`src/rtl/ptqi_pkg.sv`:
```
// ----------------------------------------------------------------------------
// ptqi_pkg
// Shared types, constants and stage functions of the periodic table
// interpolation unit.
// ----------------------------------------------------------------------------
package ptqi_pkg;

  // Default table depth.
  localparam int MaxPointsDef = 64;

  // Field widths.
  localparam int CountW = 7;
  localparam int SpanW  = 23;
  localparam int AngleW = 24;
  localparam int IdxW   = 6;
  localparam int ValW   = 24;
  localparam int SegW   = 7;
  localparam int FracW  = 16;

  // Pipeline shape of the fold and locate sections.
  localparam int FoldStages = 6;
  localparam int FoldBits   = 4;
  localparam int LocStages  = 7;

  // Configuration register indexes.
  typedef logic [1:0] cfg_idx_t;
  localparam cfg_idx_t RegEntryCount = 2'd0;
  localparam cfg_idx_t RegAngleSpan  = 2'd1;

  // Command codes.
  localparam logic CmdLookup = 1'b0;
  localparam logic CmdWrite  = 1'b1;

  typedef struct packed {
    logic                     command;
    logic signed [AngleW-1:0] angle;
    logic [IdxW-1:0]          entry_index;
    logic signed [ValW-1:0]   entry_value;
  } in_t;

  typedef struct packed {
    logic signed [ValW-1:0] correction;
    logic [IdxW-1:0]        segment;
  } out_t;

  // Item state carried through the fold and locate sections.
  typedef struct packed {
    logic                   wr;
    logic [IdxW-1:0]        idx;
    logic signed [ValW-1:0] val;
    logic                   dis;
    logic                   neg;
    logic [AngleW-1:0]      num;
    logic [29:0]            rem;
    logic [SegW-1:0]        seg;
    logic [FracW-1:0]       t;
  } tok_t;

  // Four restoring division steps of the angle magnitude by the span.
  function automatic tok_t fold_stage(tok_t a, logic [SpanW-1:0] span);
    tok_t        b;
    logic [23:0] r;
    b = a;
    for (int i = 0; i < FoldBits; i++) begin
      r     = {b.rem[22:0], b.num[23]};
      b.num = {b.num[22:0], 1'b0};
      if (r >= {1'b0, span}) begin
        r = r - {1'b0, span};
      end
      b.rem = {6'b0, r};
    end
    return b;
  endfunction

  // One stage of the locate section: sign fix and scaling, then the
  // segment quotient bits, then the fraction bits, four a stage.
  function automatic tok_t loc_stage(tok_t a, logic [SpanW-1:0] span,
                                     logic [CountW-1:0] n, int j);
    tok_t        b;
    logic [22:0] x;
    logic [29:0] d;
    logic [23:0] r;
    int          k;
    b = a;
    x = '0;
    d = '0;
    r = '0;
    k = 0;
    case (j)
      0: begin
        x = a.rem[22:0];
        if (a.neg && (a.rem[22:0] != '0)) begin
          x = span - a.rem[22:0];
        end
        b.rem = 30'(x) * 30'(n);
        b.seg = '0;
        b.t   = '0;
      end
      1, 2: begin
        for (int i = 0; i < 4; i++) begin
          k = (j == 1) ? 6 - i : 2 - i;
          if (k >= 0) begin
            d = 30'(span) << k;
            if (b.rem >= d) begin
              b.rem    = b.rem - d;
              b.seg[k] = 1'b1;
            end
          end
        end
      end
      default: begin
        for (int i = 0; i < 4; i++) begin
          k = 15 - 4 * (j - 3) - i;
          r = {b.rem[22:0], 1'b0};
          if (r >= {1'b0, span}) begin
            r      = r - {1'b0, span};
            b.t[k] = 1'b1;
          end
          b.rem = 30'(r);
        end
      end
    endcase
    return b;
  endfunction

endpackage

```
`src/rtl/ptqi_fold.sv`:
```
// ----------------------------------------------------------------------------
// ptqi_fold
// Pipelined restoring divider that reduces the angle magnitude modulo the span.
// ----------------------------------------------------------------------------
module ptqi_fold import ptqi_pkg::*; (
  input  logic             clk_i,
  input  logic             rst_ni,
  input  logic             valid_i,
  output logic             ready_o,
  input  tok_t             tok_i,
  input  logic [SpanW-1:0] span_i,
  output logic             valid_o,
  input  logic             ready_i,
  output tok_t             tok_o
);

  logic              valid_q [FoldStages];
  tok_t              data_q  [FoldStages];
  logic [FoldStages:0] rdy;

  assign rdy[FoldStages] = ready_i;

  for (genvar j = 0; j < FoldStages; j++) begin : g_stage
    logic vin;
    tok_t din;
    tok_t data_d;

    if (j == 0) begin : g_first
      assign vin = valid_i;
      assign din = tok_i;
    end else begin : g_next
      assign vin = valid_q[j-1];
      assign din = data_q[j-1];
    end

    // A stage takes a new item when it is empty or its item moves on.
    assign rdy[j]  = !valid_q[j] || rdy[j+1];
    assign data_d  = fold_stage(din, span_i);

    always_ff @(posedge clk_i or negedge rst_ni) begin
      if (!rst_ni) begin
        valid_q[j] <= 1'b0;
      end else if (rdy[j]) begin
        valid_q[j] <= vin;
      end
    end

    always_ff @(posedge clk_i) begin
      if (rdy[j] && vin) begin
        data_q[j] <= data_d;
      end
    end
  end

  assign ready_o = rdy[0];
  assign valid_o = valid_q[FoldStages-1];
  assign tok_o   = data_q[FoldStages-1];

endmodule

```
`config.mk`:
```
export PLATFORM = sky130hd
export DESIGN_NAME = ptqi_fold
export DESIGN_NICKNAME = d
export VERILOG_FILES = /design/src/rtl/ptqi_pkg.sv /design/src/rtl/ptqi_fold.sv
export SDC_FILE = /design/constraint.sdc
export NUM_CORES = 2
export LEC_CHECK = 0
export ABC_AREA = 1
export BUFFER_PORTS_ARGS = -buffer_cell sky130_fd_sc_hd__buf_2
export CORE_AREA = 2 2 317 319
export DETAILED_ROUTE_END_ITERATION = 16
export DIE_AREA = 0 0 319 321
export GPL_ROUTABILITY_DRIVEN = 0
export PLACE_DENSITY = 0.77
export SLEW_MARGIN = 5
export SYNTH_ARGS = -nofsm -noshare
export SYNTH_HDL_FRONTEND = slang
export SYNTH_SLANG_ARGS = --single-unit
```
`constraint.sdc`:
```
create_clock -name clk_i -period 11.6 [get_ports clk_i]
set_input_delay 1.16 -clock clk_i [delete_from_list [all_inputs] [get_ports clk_i]]
set_output_delay 1.16 -clock clk_i [all_outputs]
set_load 0.01 [all_outputs]
```
# Word-level counts from Yosys, hierarchy flattened
# Memory sizes are Yosys's and may differ from the RTL's.
# Cells that the tools add are included.
# totals
output_inout_bits	112
word_cells	109
ram_bits	600
mem_count	1
register_bits	6
inputBits	137
# memory_table
memory	depth	width	rd	rd_ports_with_merged_regs	wr	line	text
data_q	6	100	6	0	6	ptqi_fold.sv:18	tok_t data_q [FoldStages];
# classes
n_mux	36
n_reduce_logical	18
magnitude_cmp	24
addsub	24
# ops
operator	count
24-bit by 23-bit >= comparator with 1-bit output	24
23-bit two-way mux	18
23-bit subtractor	18
24-bit two-way mux	6
24-bit by 23-bit subtractor with 24-bit output	6
1-bit two-way mux	12
1-bit logical AND	6
1-bit zero test	6
1-bit logical OR	6

# Longest topological paths before layout
# logic_depth
depth_word	10
mapped_depth	64

# Worst setup path after synthesis
# OpenSTA, ideal clock, no wires.
# synth_timing
path_type	input to register
from	in span_i[1]
to	mem data_q[2][38] in the netlist's numbering (data pin)
slack_ns	2.422
setup_time_ns	0.252
path_buffers	2
path_stages	53
required_ns	11.348
arrival_ns	8.925
cell_sequence	inv_1 fa_1 nand2_1 clkinv_1 nand2_1 nand2_1 nand2_1 nand2_2 nand2_1 nand4_4 inv_2 or2_2 o21ai_0 inv_1 fa_1 o21ai_1 nand3_1 nand4_1 [17 not listed] a21oi_1 nand2_2 nor2_8 buf_4 nand2_1 nand2_1 ha_1 a21oi_1 o21ai_0 a21boi_0 o21ai_0 a21boi_0 o21bai_1 nand3_1 nand2_1 xor2_1 nand2_1 nand2_1
# synth_rtl
item	line	text
start, declared	ptqi_fold.sv:11	input logic [SpanW-1:0] span_i,
end, declared	ptqi_fold.sv:18	

==> results.ini <==
[run_status]
outcome = complete, no violations

[synthesis]
synth_adder_area_share = 0.137
synth-main-ff-cell = edfxtp_1
synth_top_family_by_area = simple AND/OR/NAND/NOR gates
syn_area_um2 = 54100
synthTopCellsByArea = edfxtp_1 30%, nand2_1 17%, ha_1 13%, inv_1 5.8%, a21oi_1 5.2%
synthCells = 7564
yosysTopAreaCellShare = 0.297
yosysTopAreaCell = edfxtp_1
ys_seq_area_frac = 0.300
synth_edf_count = 535
synth.area.mux_share = 0
synth-xor-area-share = 0.0690
synth-compound-area-share = 0.128
ys_seq_elements = 541
ys_warn_count = 0
yosys.area_share.simple = 0.291
ys_types = 57
async_reset_ff_frac = 0.0111
syn_area_per_cell_um2 = 7.15

[min_path]
hold_class = input pin to async pin

[drt]
dr.pass1.iters = 7
drtIter0Drc = 5769
viasPerCell = 5.72
vias = 52600
drc = 0
avgRoutedWirePerCell_um = 17.7
drt-total-wl_um = 162000
final_antenna_net_count = 0

[timing]
tightest_slew_ns = 1.12
fin_skew_ns = 0.0256
final-setup-viol-count = 0
fmax_ghz = 0.0924
maxSlewViolCount = 0
finalCriticalPeriod_ns = 10.82
tns_ns = 0
rsz0062_at_grt = false
hold_viol = 0
max-slew-margin-rel = 0.254
fin_crit_sh = 0.933
fin_ws_ns = 0.781

[final_layout]
final_area_um2 = 58800
drive_gt1_frac = 0.0775
nets = 8555
fill_cells = 9110
final_cell_mix = 2510 x nand2_1, 816 x inv_1, 566 x a21oi_1
layout_commonest_cell = nand2_1
area_growth_syn_to_layout_pct = 8.68
fin_util = 0.592

[worst_setup_path]
critical_path.top_delay_family = simple AND/OR/NAND/NOR gates
required_ns = 11.97
path_class = input pin to flip-flop
cp_max_fo = 32
critPathSlowestCell = fa_1
cp_common_cell = nand2_1
start_kind = input pin
end_kind = flip-flop
critPathArrivalTime_ns = 11.18
slowest_delay_ns = 0.49
critical_path_buf_inv_count = 7

[clock_network]
cts.sinks = 541
clock_path_buffers = 3
root_buffer = clkbuf_16
hold_buffers = 0
cts_buffers = 56
cts.reportedPaths.clkPinSlew_ns = 0.06
cts_resized = 0
htreeDepth = 2
cts_tree = yes
post_cts_buffers = 0
clock_latency_ns = 0.65

[place]
placed_cell_area_um2 = 57000
post-dp-hpwl_um = 128000
io_buffers = 211
pre_cts_ws_ns = 0.501

[die]
dieArea_um2 = 102000
row_count = 116
die_h_um = 321
start_util = 0.545
io_pins = 249
core_um2 = 99300
die_x_um = 319

[global_route]
grt_pass1_wl_um = 253000
antenna_found_initial = 6
grt_max_degree = 72
grtUsageTotal = 0.307
grt_pass1_vias = 48500
grt_overflow = 0

[job]
maxCapViolations = 0

==> metrics by stage <==
stage | hold slack, ns | cells
after floorplan | 0.400 | 7593
after CTS | 0.322 | 9185
after detailed placement | 0.405 | 9082
after global routing | 0.347 | 9189
final | 0.355 | 9191
after global placement | 0.400 | 9082
==> worst paths after layout <==
kind / start / endpoint / slack (ns) / cells past startpoint
max reg2reg: data_q[1][66] / data_q[2][44] / 1.39 / 53
max in group asynchronous: rst_ni / g_stage[1].vin / 11.08 / 1
min: rst_ni / g_stage[5].vin / 0.36 / 1
max: span_i[0] / data_q[2][44] / 0.78 / 53
min in group clk_i: data_q[0][77] / data_q[1][77] / 0.41 / 0
min reg2reg: data_q[0][77] / data_q[1][77] / 0.41 / 0
==> kinds of logic after synthesis <==
family	Yosys count
xor gates and xnor gates	426
and+or+nand+nor	3755
buffers and inverters	997
other	1
AOI/OAI and AO/OA	1268
adders and majority gates	576
DFF	541
==> synthesized netlist by cell type, types with 24 or more instances <==
cell,instances
buf_4,54
fa_1,24
nand3_1,332
nand2_1,2510
o21ai_0,408
nand3b_1,31
nor2_1,505
a21o_1,43
nand4_1,145
a21oi_1,566
o21bai_1,57
xnor2_1,208
or2_2,54
ha_1,552
edfxtp_1,535
a31oi_1,27
buf_2,53
xor2_1,218
o21ai_1,62
inv_1,841
nor3_1,68
nor4_1,26
==> worst reg2reg max path, delay by kind of cell, from the launching register on <==
family          cells  cell delay (ns)
buf+inv             7             1.37
simple gates       32             4.06
compound gates      9             2.37
flops               1             0.35
fa+ha+maj           5             1.79
==> area by class of cell <==
class,count,area [µm²],area share
clock buffer,69,1470,0.0250
multi-input combinational,6055,33900,0.577
sequential,541,16200,0.276
clock inverter,34,362,0.00615
timing repair buffer,321,1920,0.0326
antenna,6,15.0,0.000255
tap,1298,1620,0.0276
inverter,867,3260,0.0555
==> flip-flops by register name, summed over array words and instances, names as in the netlist <==
signal       count
g_stage.vin      5
valid_o          1
data_q         535
==> layer usage <==
metal	track usage	vias to the layer above	wire length, µm
met2	0.491	2528	71100
met5	0	-	0
met1	0.403	23600	66700
met3	0.0396	542	14600
met4	0.169	0	10100
li1	-	25900	-
Power is not shown: default switching activity piles up to over one toggle a cycle in this logic, so the estimate is an artifact.
