### src/rtl/ptqi_pkg.sv
// ----------------------------------------------------------------------------
// ptqi_pkg
// Shared types, constants and stage functions of the periodic table
// interpolation unit.
// ----------------------------------------------------------------------------
package ptqi_pkg;

  // Default table depth.
  localparam int MaxPointsDef = 64;

  // Field widths.
  localparam int CountW = 7;
  localparam int SpanW  = 23;
  localparam int AngleW = 24;
  localparam int IdxW   = 6;
  localparam int ValW   = 24;
  localparam int SegW   = 7;
  localparam int FracW  = 16;

  // Pipeline shape of the fold and locate sections.
  localparam int FoldStages = 6;
  localparam int FoldBits   = 4;
  localparam int LocStages  = 7;

  // Configuration register indexes.
  typedef logic [1:0] cfg_idx_t;
  localparam cfg_idx_t RegEntryCount = 2'd0;
  localparam cfg_idx_t RegAngleSpan  = 2'd1;

  // Command codes.
  localparam logic CmdLookup = 1'b0;
  localparam logic CmdWrite  = 1'b1;

  typedef struct packed {
    logic                     command;
    logic signed [AngleW-1:0] angle;
    logic [IdxW-1:0]          entry_index;
    logic signed [ValW-1:0]   entry_value;
  } in_t;

  typedef struct packed {
    logic signed [ValW-1:0] correction;
    logic [IdxW-1:0]        segment;
  } out_t;

  // Item state carried through the fold and locate sections.
  typedef struct packed {
    logic                   wr;
    logic [IdxW-1:0]        idx;
    logic signed [ValW-1:0] val;
    logic                   dis;
    logic                   neg;
    logic [AngleW-1:0]      num;
    logic [29:0]            rem;
    logic [SegW-1:0]        seg;
    logic [FracW-1:0]       t;
  } tok_t;

  // Four restoring division steps of the angle magnitude by the span.
  function automatic tok_t fold_stage(tok_t a, logic [SpanW-1:0] span);
    tok_t        b;
    logic [23:0] r;
    b = a;
    for (int i = 0; i < FoldBits; i++) begin
      r     = {b.rem[22:0], b.num[23]};
      b.num = {b.num[22:0], 1'b0};
      if (r >= {1'b0, span}) begin
        r = r - {1'b0, span};
      end
      b.rem = {6'b0, r};
    end
    return b;
  endfunction

  // One stage of the locate section: sign fix and scaling, then the
  // segment quotient bits, then the fraction bits, four a stage.
  function automatic tok_t loc_stage(tok_t a, logic [SpanW-1:0] span,
                                     logic [CountW-1:0] n, int j);
    tok_t        b;
    logic [22:0] x;
    logic [29:0] d;
    logic [23:0] r;
    int          k;
    b = a;
    x = '0;
    d = '0;
    r = '0;
    k = 0;
    case (j)
      0: begin
        x = a.rem[22:0];
        if (a.neg && (a.rem[22:0] != '0)) begin
          x = span - a.rem[22:0];
        end
        b.rem = 30'(x) * 30'(n);
        b.seg = '0;
        b.t   = '0;
      end
      1, 2: begin
        for (int i = 0; i < 4; i++) begin
          k = (j == 1) ? 6 - i : 2 - i;
          if (k >= 0) begin
            d = 30'(span) << k;
            if (b.rem >= d) begin
              b.rem    = b.rem - d;
              b.seg[k] = 1'b1;
            end
          end
        end
      end
      default: begin
        for (int i = 0; i < 4; i++) begin
          k = 15 - 4 * (j - 3) - i;
          r = {b.rem[22:0], 1'b0};
          if (r >= {1'b0, span}) begin
            r      = r - {1'b0, span};
            b.t[k] = 1'b1;
          end
          b.rem = 30'(r);
        end
      end
    endcase
    return b;
  endfunction

endpackage

### src/rtl/ptqi_locate.sv
// ----------------------------------------------------------------------------
// ptqi_locate
// Finds the segment index and the Q16 fraction inside the segment.
// ----------------------------------------------------------------------------
module ptqi_locate import ptqi_pkg::*; (
  input  logic              clk_i,
  input  logic              rst_ni,
  input  logic              valid_i,
  output logic              ready_o,
  input  tok_t              tok_i,
  input  logic [SpanW-1:0]  span_i,
  input  logic [CountW-1:0] count_i,
  output logic              valid_o,
  input  logic              ready_i,
  output tok_t              tok_o
);

  logic               valid_q [LocStages];
  tok_t               data_q  [LocStages];
  logic [LocStages:0] rdy;

  assign rdy[LocStages] = ready_i;

  for (genvar j = 0; j < LocStages; j++) begin : g_stage
    logic vin;
    tok_t din;
    tok_t data_d;

    if (j == 0) begin : g_first
      assign vin = valid_i;
      assign din = tok_i;
    end else begin : g_next
      assign vin = valid_q[j-1];
      assign din = data_q[j-1];
    end

    assign rdy[j] = !valid_q[j] || rdy[j+1];
    assign data_d = loc_stage(din, span_i, count_i, j);

    always_ff @(posedge clk_i or negedge rst_ni) begin
      if (!rst_ni) begin
        valid_q[j] <= 1'b0;
      end else if (rdy[j]) begin
        valid_q[j] <= vin;
      end
    end

    always_ff @(posedge clk_i) begin
      if (rdy[j] && vin) begin
        data_q[j] <= data_d;
      end
    end
  end

  assign ready_o = rdy[0];
  assign valid_o = valid_q[LocStages-1];
  assign tok_o   = data_q[LocStages-1];

endmodule

### config.mk
export PLATFORM = sky130hd
export DESIGN_NAME = ptqi_locate
export DESIGN_NICKNAME = d
export VERILOG_FILES = /design/src/rtl/ptqi_pkg.sv /design/src/rtl/ptqi_locate.sv
export SDC_FILE = /design/constraint.sdc
export NUM_CORES = 2
export LEC_CHECK = 0
export BUFFER_PORTS_ARGS = -buffer_cell sky130_fd_sc_hd__buf_2
export CORE_MARGIN = 8
export CORE_UTILIZATION = 40
export CTS_BUF_LIST = sky130_fd_sc_hd__clkbuf_8
export CTS_CLUSTER_SIZE = 20
export DETAILED_ROUTE_END_ITERATION = 7
export GPL_TIMING_DRIVEN = 0
export PLACE_DENSITY = 0.52
export SLEW_MARGIN = 20
export SYNTH_ARGS = -nofsm -noshare
export SYNTH_HDL_FRONTEND = slang
export SYNTH_SLANG_ARGS = --single-unit
### constraint.sdc
create_clock -name clk_i -period 34.8 [get_ports clk_i]
set_clock_uncertainty 0.2 [all_clocks]
set_input_delay 1.74 -clock clk_i [delete_from_list [all_inputs] [get_ports clk_i]]
set_output_delay 1.74 -clock clk_i [all_outputs]
set_load 0.05 [all_outputs]
## Yosys cells after proc, flatten, opt, wreduce, memory -nomap -nowiden

Memory sizes are Yosys's and may differ from the RTL's.
Index checks and enable logic that the tools add are counted.

| word-level totals | value |
|---|---|
| memory bits (read-only) | 0 |
| output and inout bits | 112 |
| memories kept | 1 |
| bits in writable memories | 770 |
| logic and storage cells | 139 |
| latch bits | 0 |
| register bits | 7 |

| cells by class | value |
|---|---|
| bitwise logic cells | 0 |
| order comparisons | 23 |
| multiplexer cells | 60 |
| $mul | 1 |
| divide/modulo/power cells | 0 |
| reductions and logical operators | 23 |
| shifts and indexed selects | 0 |
| equality and inequality tests | 0 |
| $add $sub $neg | 24 |

Memories:

| name | depth | bits a word | read ports | clocked after memory_dff | write ports | line | RTL |
|---|---|---|---|---|---|---|---|
| data_q | 7 | 110 | 7 | 0 | 7 | ptqi_locate.sv:19 | `tok_t data_q [LocStages];` |

Operator list:

| cell | count |
|---|---|
| 24-bit by 23-bit >= comparator with 1-bit output | 16 |
| 23-bit 2-to-1 mux | 13 |
| 23-bit subtractor | 13 |
| 30-bit 2-to-1 mux | 6 |
| 24-bit 2-to-1 mux | 4 |
| 24-bit by 23-bit subtractor with 24-bit output | 4 |
| 1-bit 2-to-1 mux | 36 |
| 31-bit 2-to-1 mux | 1 |
| 30-bit by 23-bit >= comparator with 1-bit output | 1 |
| 30-bit by 24-bit >= comparator with 1-bit output | 1 |
| 30-bit by 25-bit >= comparator with 1-bit output | 1 |
| 30-bit by 26-bit >= comparator with 1-bit output | 1 |
| 30-bit by 27-bit >= comparator with 1-bit output | 1 |
| 30-bit by 28-bit >= comparator with 1-bit output | 1 |
| 30-bit by 29-bit >= comparator with 1-bit output | 1 |
| 23-bit by 7-bit multiplier with 30-bit output | 1 |
| 30-bit by 23-bit subtractor with 30-bit output | 1 |
| 30-bit by 24-bit subtractor with 30-bit output | 1 |
| 30-bit by 25-bit subtractor with 30-bit output | 1 |
| 30-bit by 26-bit subtractor with 30-bit output | 1 |
| 30-bit by 27-bit subtractor with 30-bit output | 1 |
| 30-bit by 28-bit subtractor with 30-bit output | 1 |
| 30-bit by 29-bit subtractor with 30-bit output | 1 |
| 23-bit nonzero test | 1 |
| other kinds (3) | 22 |

## Logic depth before layout (Yosys ltp)

| depth | value |
|---|---|
| depth in word-level cells | 11 |
| mapped depth | 59 |
| depth with buffers taken out | 51 |

## Worst setup path after synthesis

Ideal clock, no wire load.

| timing path | value |
|---|---|
| path type | input-to-reg |
| start | input port span_i[0] |
| end | memory data_q[6][28] (netlist bit) (data pin) |
| required time | 34.340 ns |
| setup time | 0.260 ns |
| path buffers | 9 |
| arrival time | 13.363 ns |
| cell stages on the path | 54 |
| path slack | 20.977 ns |
| cell sequence | buf_4 inv_1 clkbuf_1 clkbuf_1 fa_1 nand3_1 a21oi_1 o41ai_1 a211o_1 a21oi_1 nor4_4 clkbuf_1 mux2_2 ha_1 a21oi_1 o21bai_1 a21oi_1 nor3b_1 [18 not listed] buf_1 mux2_2 ha_1 o21a_1 o21ai_0 a31oi_1 o31a_1 o21bai_1 a31oi_1 a41o_1 o21ai_0 a21boi_0 o21a_1 o21ai_0 and3b_1 buf_2 buf_4 mux2_2 |

RTL lines:

| what | line | RTL |
|---|---|---|
| start: declaration | ptqi_locate.sv:11 | `input logic [SpanW-1:0] span_i,` |
| end: declaration | ptqi_locate.sv:19 |  |

==> metrics.txt <==
status=finished clean; Post-synth EDFFs=654; die span in y=390 µm; Worst Setup SP=span_i[0]; layout net count=6839; Worst EP required=35130 ps; TritonCTS Sinks=661; Congestion Overflow GR=0; share of cells above drive strength 1=0.133; most numerous cell on the critical path=o21ai_0; Crit path largest cell delay=630 ps; std cell rows=137; Fmax=59.6 MHz; FFs w/ async S/R, synth=0.0106; RSZ-0062 raised after global routing=false; Critical Path Sink Type=register; flops & latches, synth=661; IO Count=256; max-slew violations=0; Post-CTS Hold Buffers=0; hold endpoint=data_q[3][108]; DRC=0; Setup TNS=0 ps; Gate Count Post-Synth=5614; crit path DAT=17110 ps; final setup vio count=0; DR pass1 iterations=6; largest net degree at the start of global routing=50; detailed placement HPWL=121000 µm; Worst-path clk slew=60 ps; Initial Utilization=0.402; antenna viol nets, final=0; CTS tree=built; FF-to-FF path depth=52; Syn. warnings=0; CTS HTree Levels=3; postcts setup bufs=0; period utilization=0.482; vias in the first global route=43030; worst-path fanout max=10; Max transition margin=0.289; DR vias=43700; Synth cell types=107; Inserted Clock Buffers=113; Syn-to-layout area delta=11.9%; Port Buffers=219; DR WL/cell=19.9 µm; Max-cap violations=0; die area=0.152 mm²; CTS Buffer Depth=3; wire length of the first global-routing pass=245000 µm; hold_sp=data_q[2][108]; Mean Syn Cell Area=9.95 µm²; DRT iter0 DRCs=2600; reg2reg start=data_q[0][29]; Hold Path Stages=0; worst reg2reg path endpoint=data_q[1][48]; initial antenna violation count=8; critical path class=in -> reg; HP Class=reg -> reg; sequential area share after synthesis=0.355; core outline area=0.139 mm²; via/cell ratio=5.49; critical path's slowest cell=nor4_4; Worst Max-Slew Pin Slew=1050 ps; routed wire length=158000 µm; buffer type at the clock tree root=clkbuf_8; reg2reg setup slack=19900 ps; Clk Latency, worst-skew pair=830 ps; synthesized area=0.0559 mm²; Final GP Congestion=0.874; Resized Gates After CTS=0; total track usage=0.203; type of origin of the critical path=primary input; minimum clock period=16780 ps; Hold Vio Cnt, Final=0; predominant post-synthesis flop cell=edfxtp_1; Die X=390 µm
[state kept, by name, summed over array words and instances, names as in the netlist]
signal / flops
g_stage.vin: 6
data_q: 654
valid_o: 1
[worst max path at each step]
stage | slack, ps | to | depth (start not counted)
floorplan | 20980 | data_q[6][28] | 54
global placement | 16520 | data_q[5][44] | 57
detailed placement | 17360 | data_q[6][28] | 57
CTS | 18200 | data_q[6][39] | 57
global route | 16800 | data_q[5][44] | 60
finish | 18020 | data_q[6][41] | 57
[layout by cell type (no fill, tap or decap), drive strengths merged, types with 25 or more instances in the layout]
cell type  instances
xnor2            289
nand3            105
a211oi            50
xor2             170
or2               28
nand2b            89
and3              40
buf              299
and2              70
clkinv            36
o21ai            318
a21o             176
fa               116
inv              325
or3               42
nand4             58
o31ai             44
nor3             119
mux2             287
a31oi             35
o21a             111
nor2             389
o21bai            62
a21oi            456
ha               587
clkbuf           193
edfxtp           654
nor2b             63
a21boi            25
o211ai            31
nand2            492
[worst max-delay path, delay by kind of cell]
family	cells	cell delay [ps]
compound gates	35	8160
buf+inv	12	3850
fa+ha+maj	4	1590
simple gates	4	990
mux	2	760
[layer usage]
layer,global-route usage,routed length (µm),up-vias,part of all wire
li1,-,-,21624,-
met1,0.259,69700,20993,0.44
met2,0.360,78100,864,0.49
met3,0.0280,6540,219,0.041
met4,0.0569,4070,0,0.026
met5,0,0,-,0
[logic make-up after synthesis]
logic type      Yosys count  synth area share
fa+ha+maj               703             0.173
simple gates           1569             0.134
mux                     308            0.0622
xor+xnor                459            0.0720
flops                   661             0.355
compound gates         1511             0.175
other cells               1         0.0000671
buf+inv                 402            0.0286
[per-stage QoR]
step            util  hold WS, ps  instance area, µm²  cells  worst slack [ps]
6_report       0.449          194               62500   7963             18020
3_3_place_gp   0.427          200               59300   7714             16520
5_1_grt        0.449          199               62500   7959             16800
4_1_cts        0.449          191               62500   7956             18200
2_1_floorplan      -          200               55900   5619             20980
3_5_place_dp   0.434          205               60300   7753             17360
[area by class of cell]
cell class / instances / area (µm²)
fill: 13205 / 76500
multi-input combinational: 4556 / 34500
sequential: 661 / 19800
tap: 1876 / 2350
timing repair buffer: 258 / 2020
clock buffer: 114 / 1570
inverter: 282 / 1080
clock inverter: 89 / 591
buffer: 120 / 541
antenna: 7 / 17.5
[cells in the mapped netlist, drive strengths merged, types with 70 or more instances]
cell	count	area share
nor2	389	0.026
o21ai	318	0.029
inv	281	0.019
nand2b	89	0.010
nand2	492	0.033
a21o	176	0.024
a21oi	456	0.041
clkbuf	79	0.0053
and2	70	0.0078
edfxtp	654	0.35
nor3	119	0.011
xnor2	289	0.045
mux2	287	0.058
nand3	105	0.0096
ha	587	0.13
fa	116	0.042
xor2	170	0.027
o21a	111	0.015
Power is left out: the tool's default activity adds up to more than one toggle a clock period on the data nets, which glitch-free logic cannot reach.
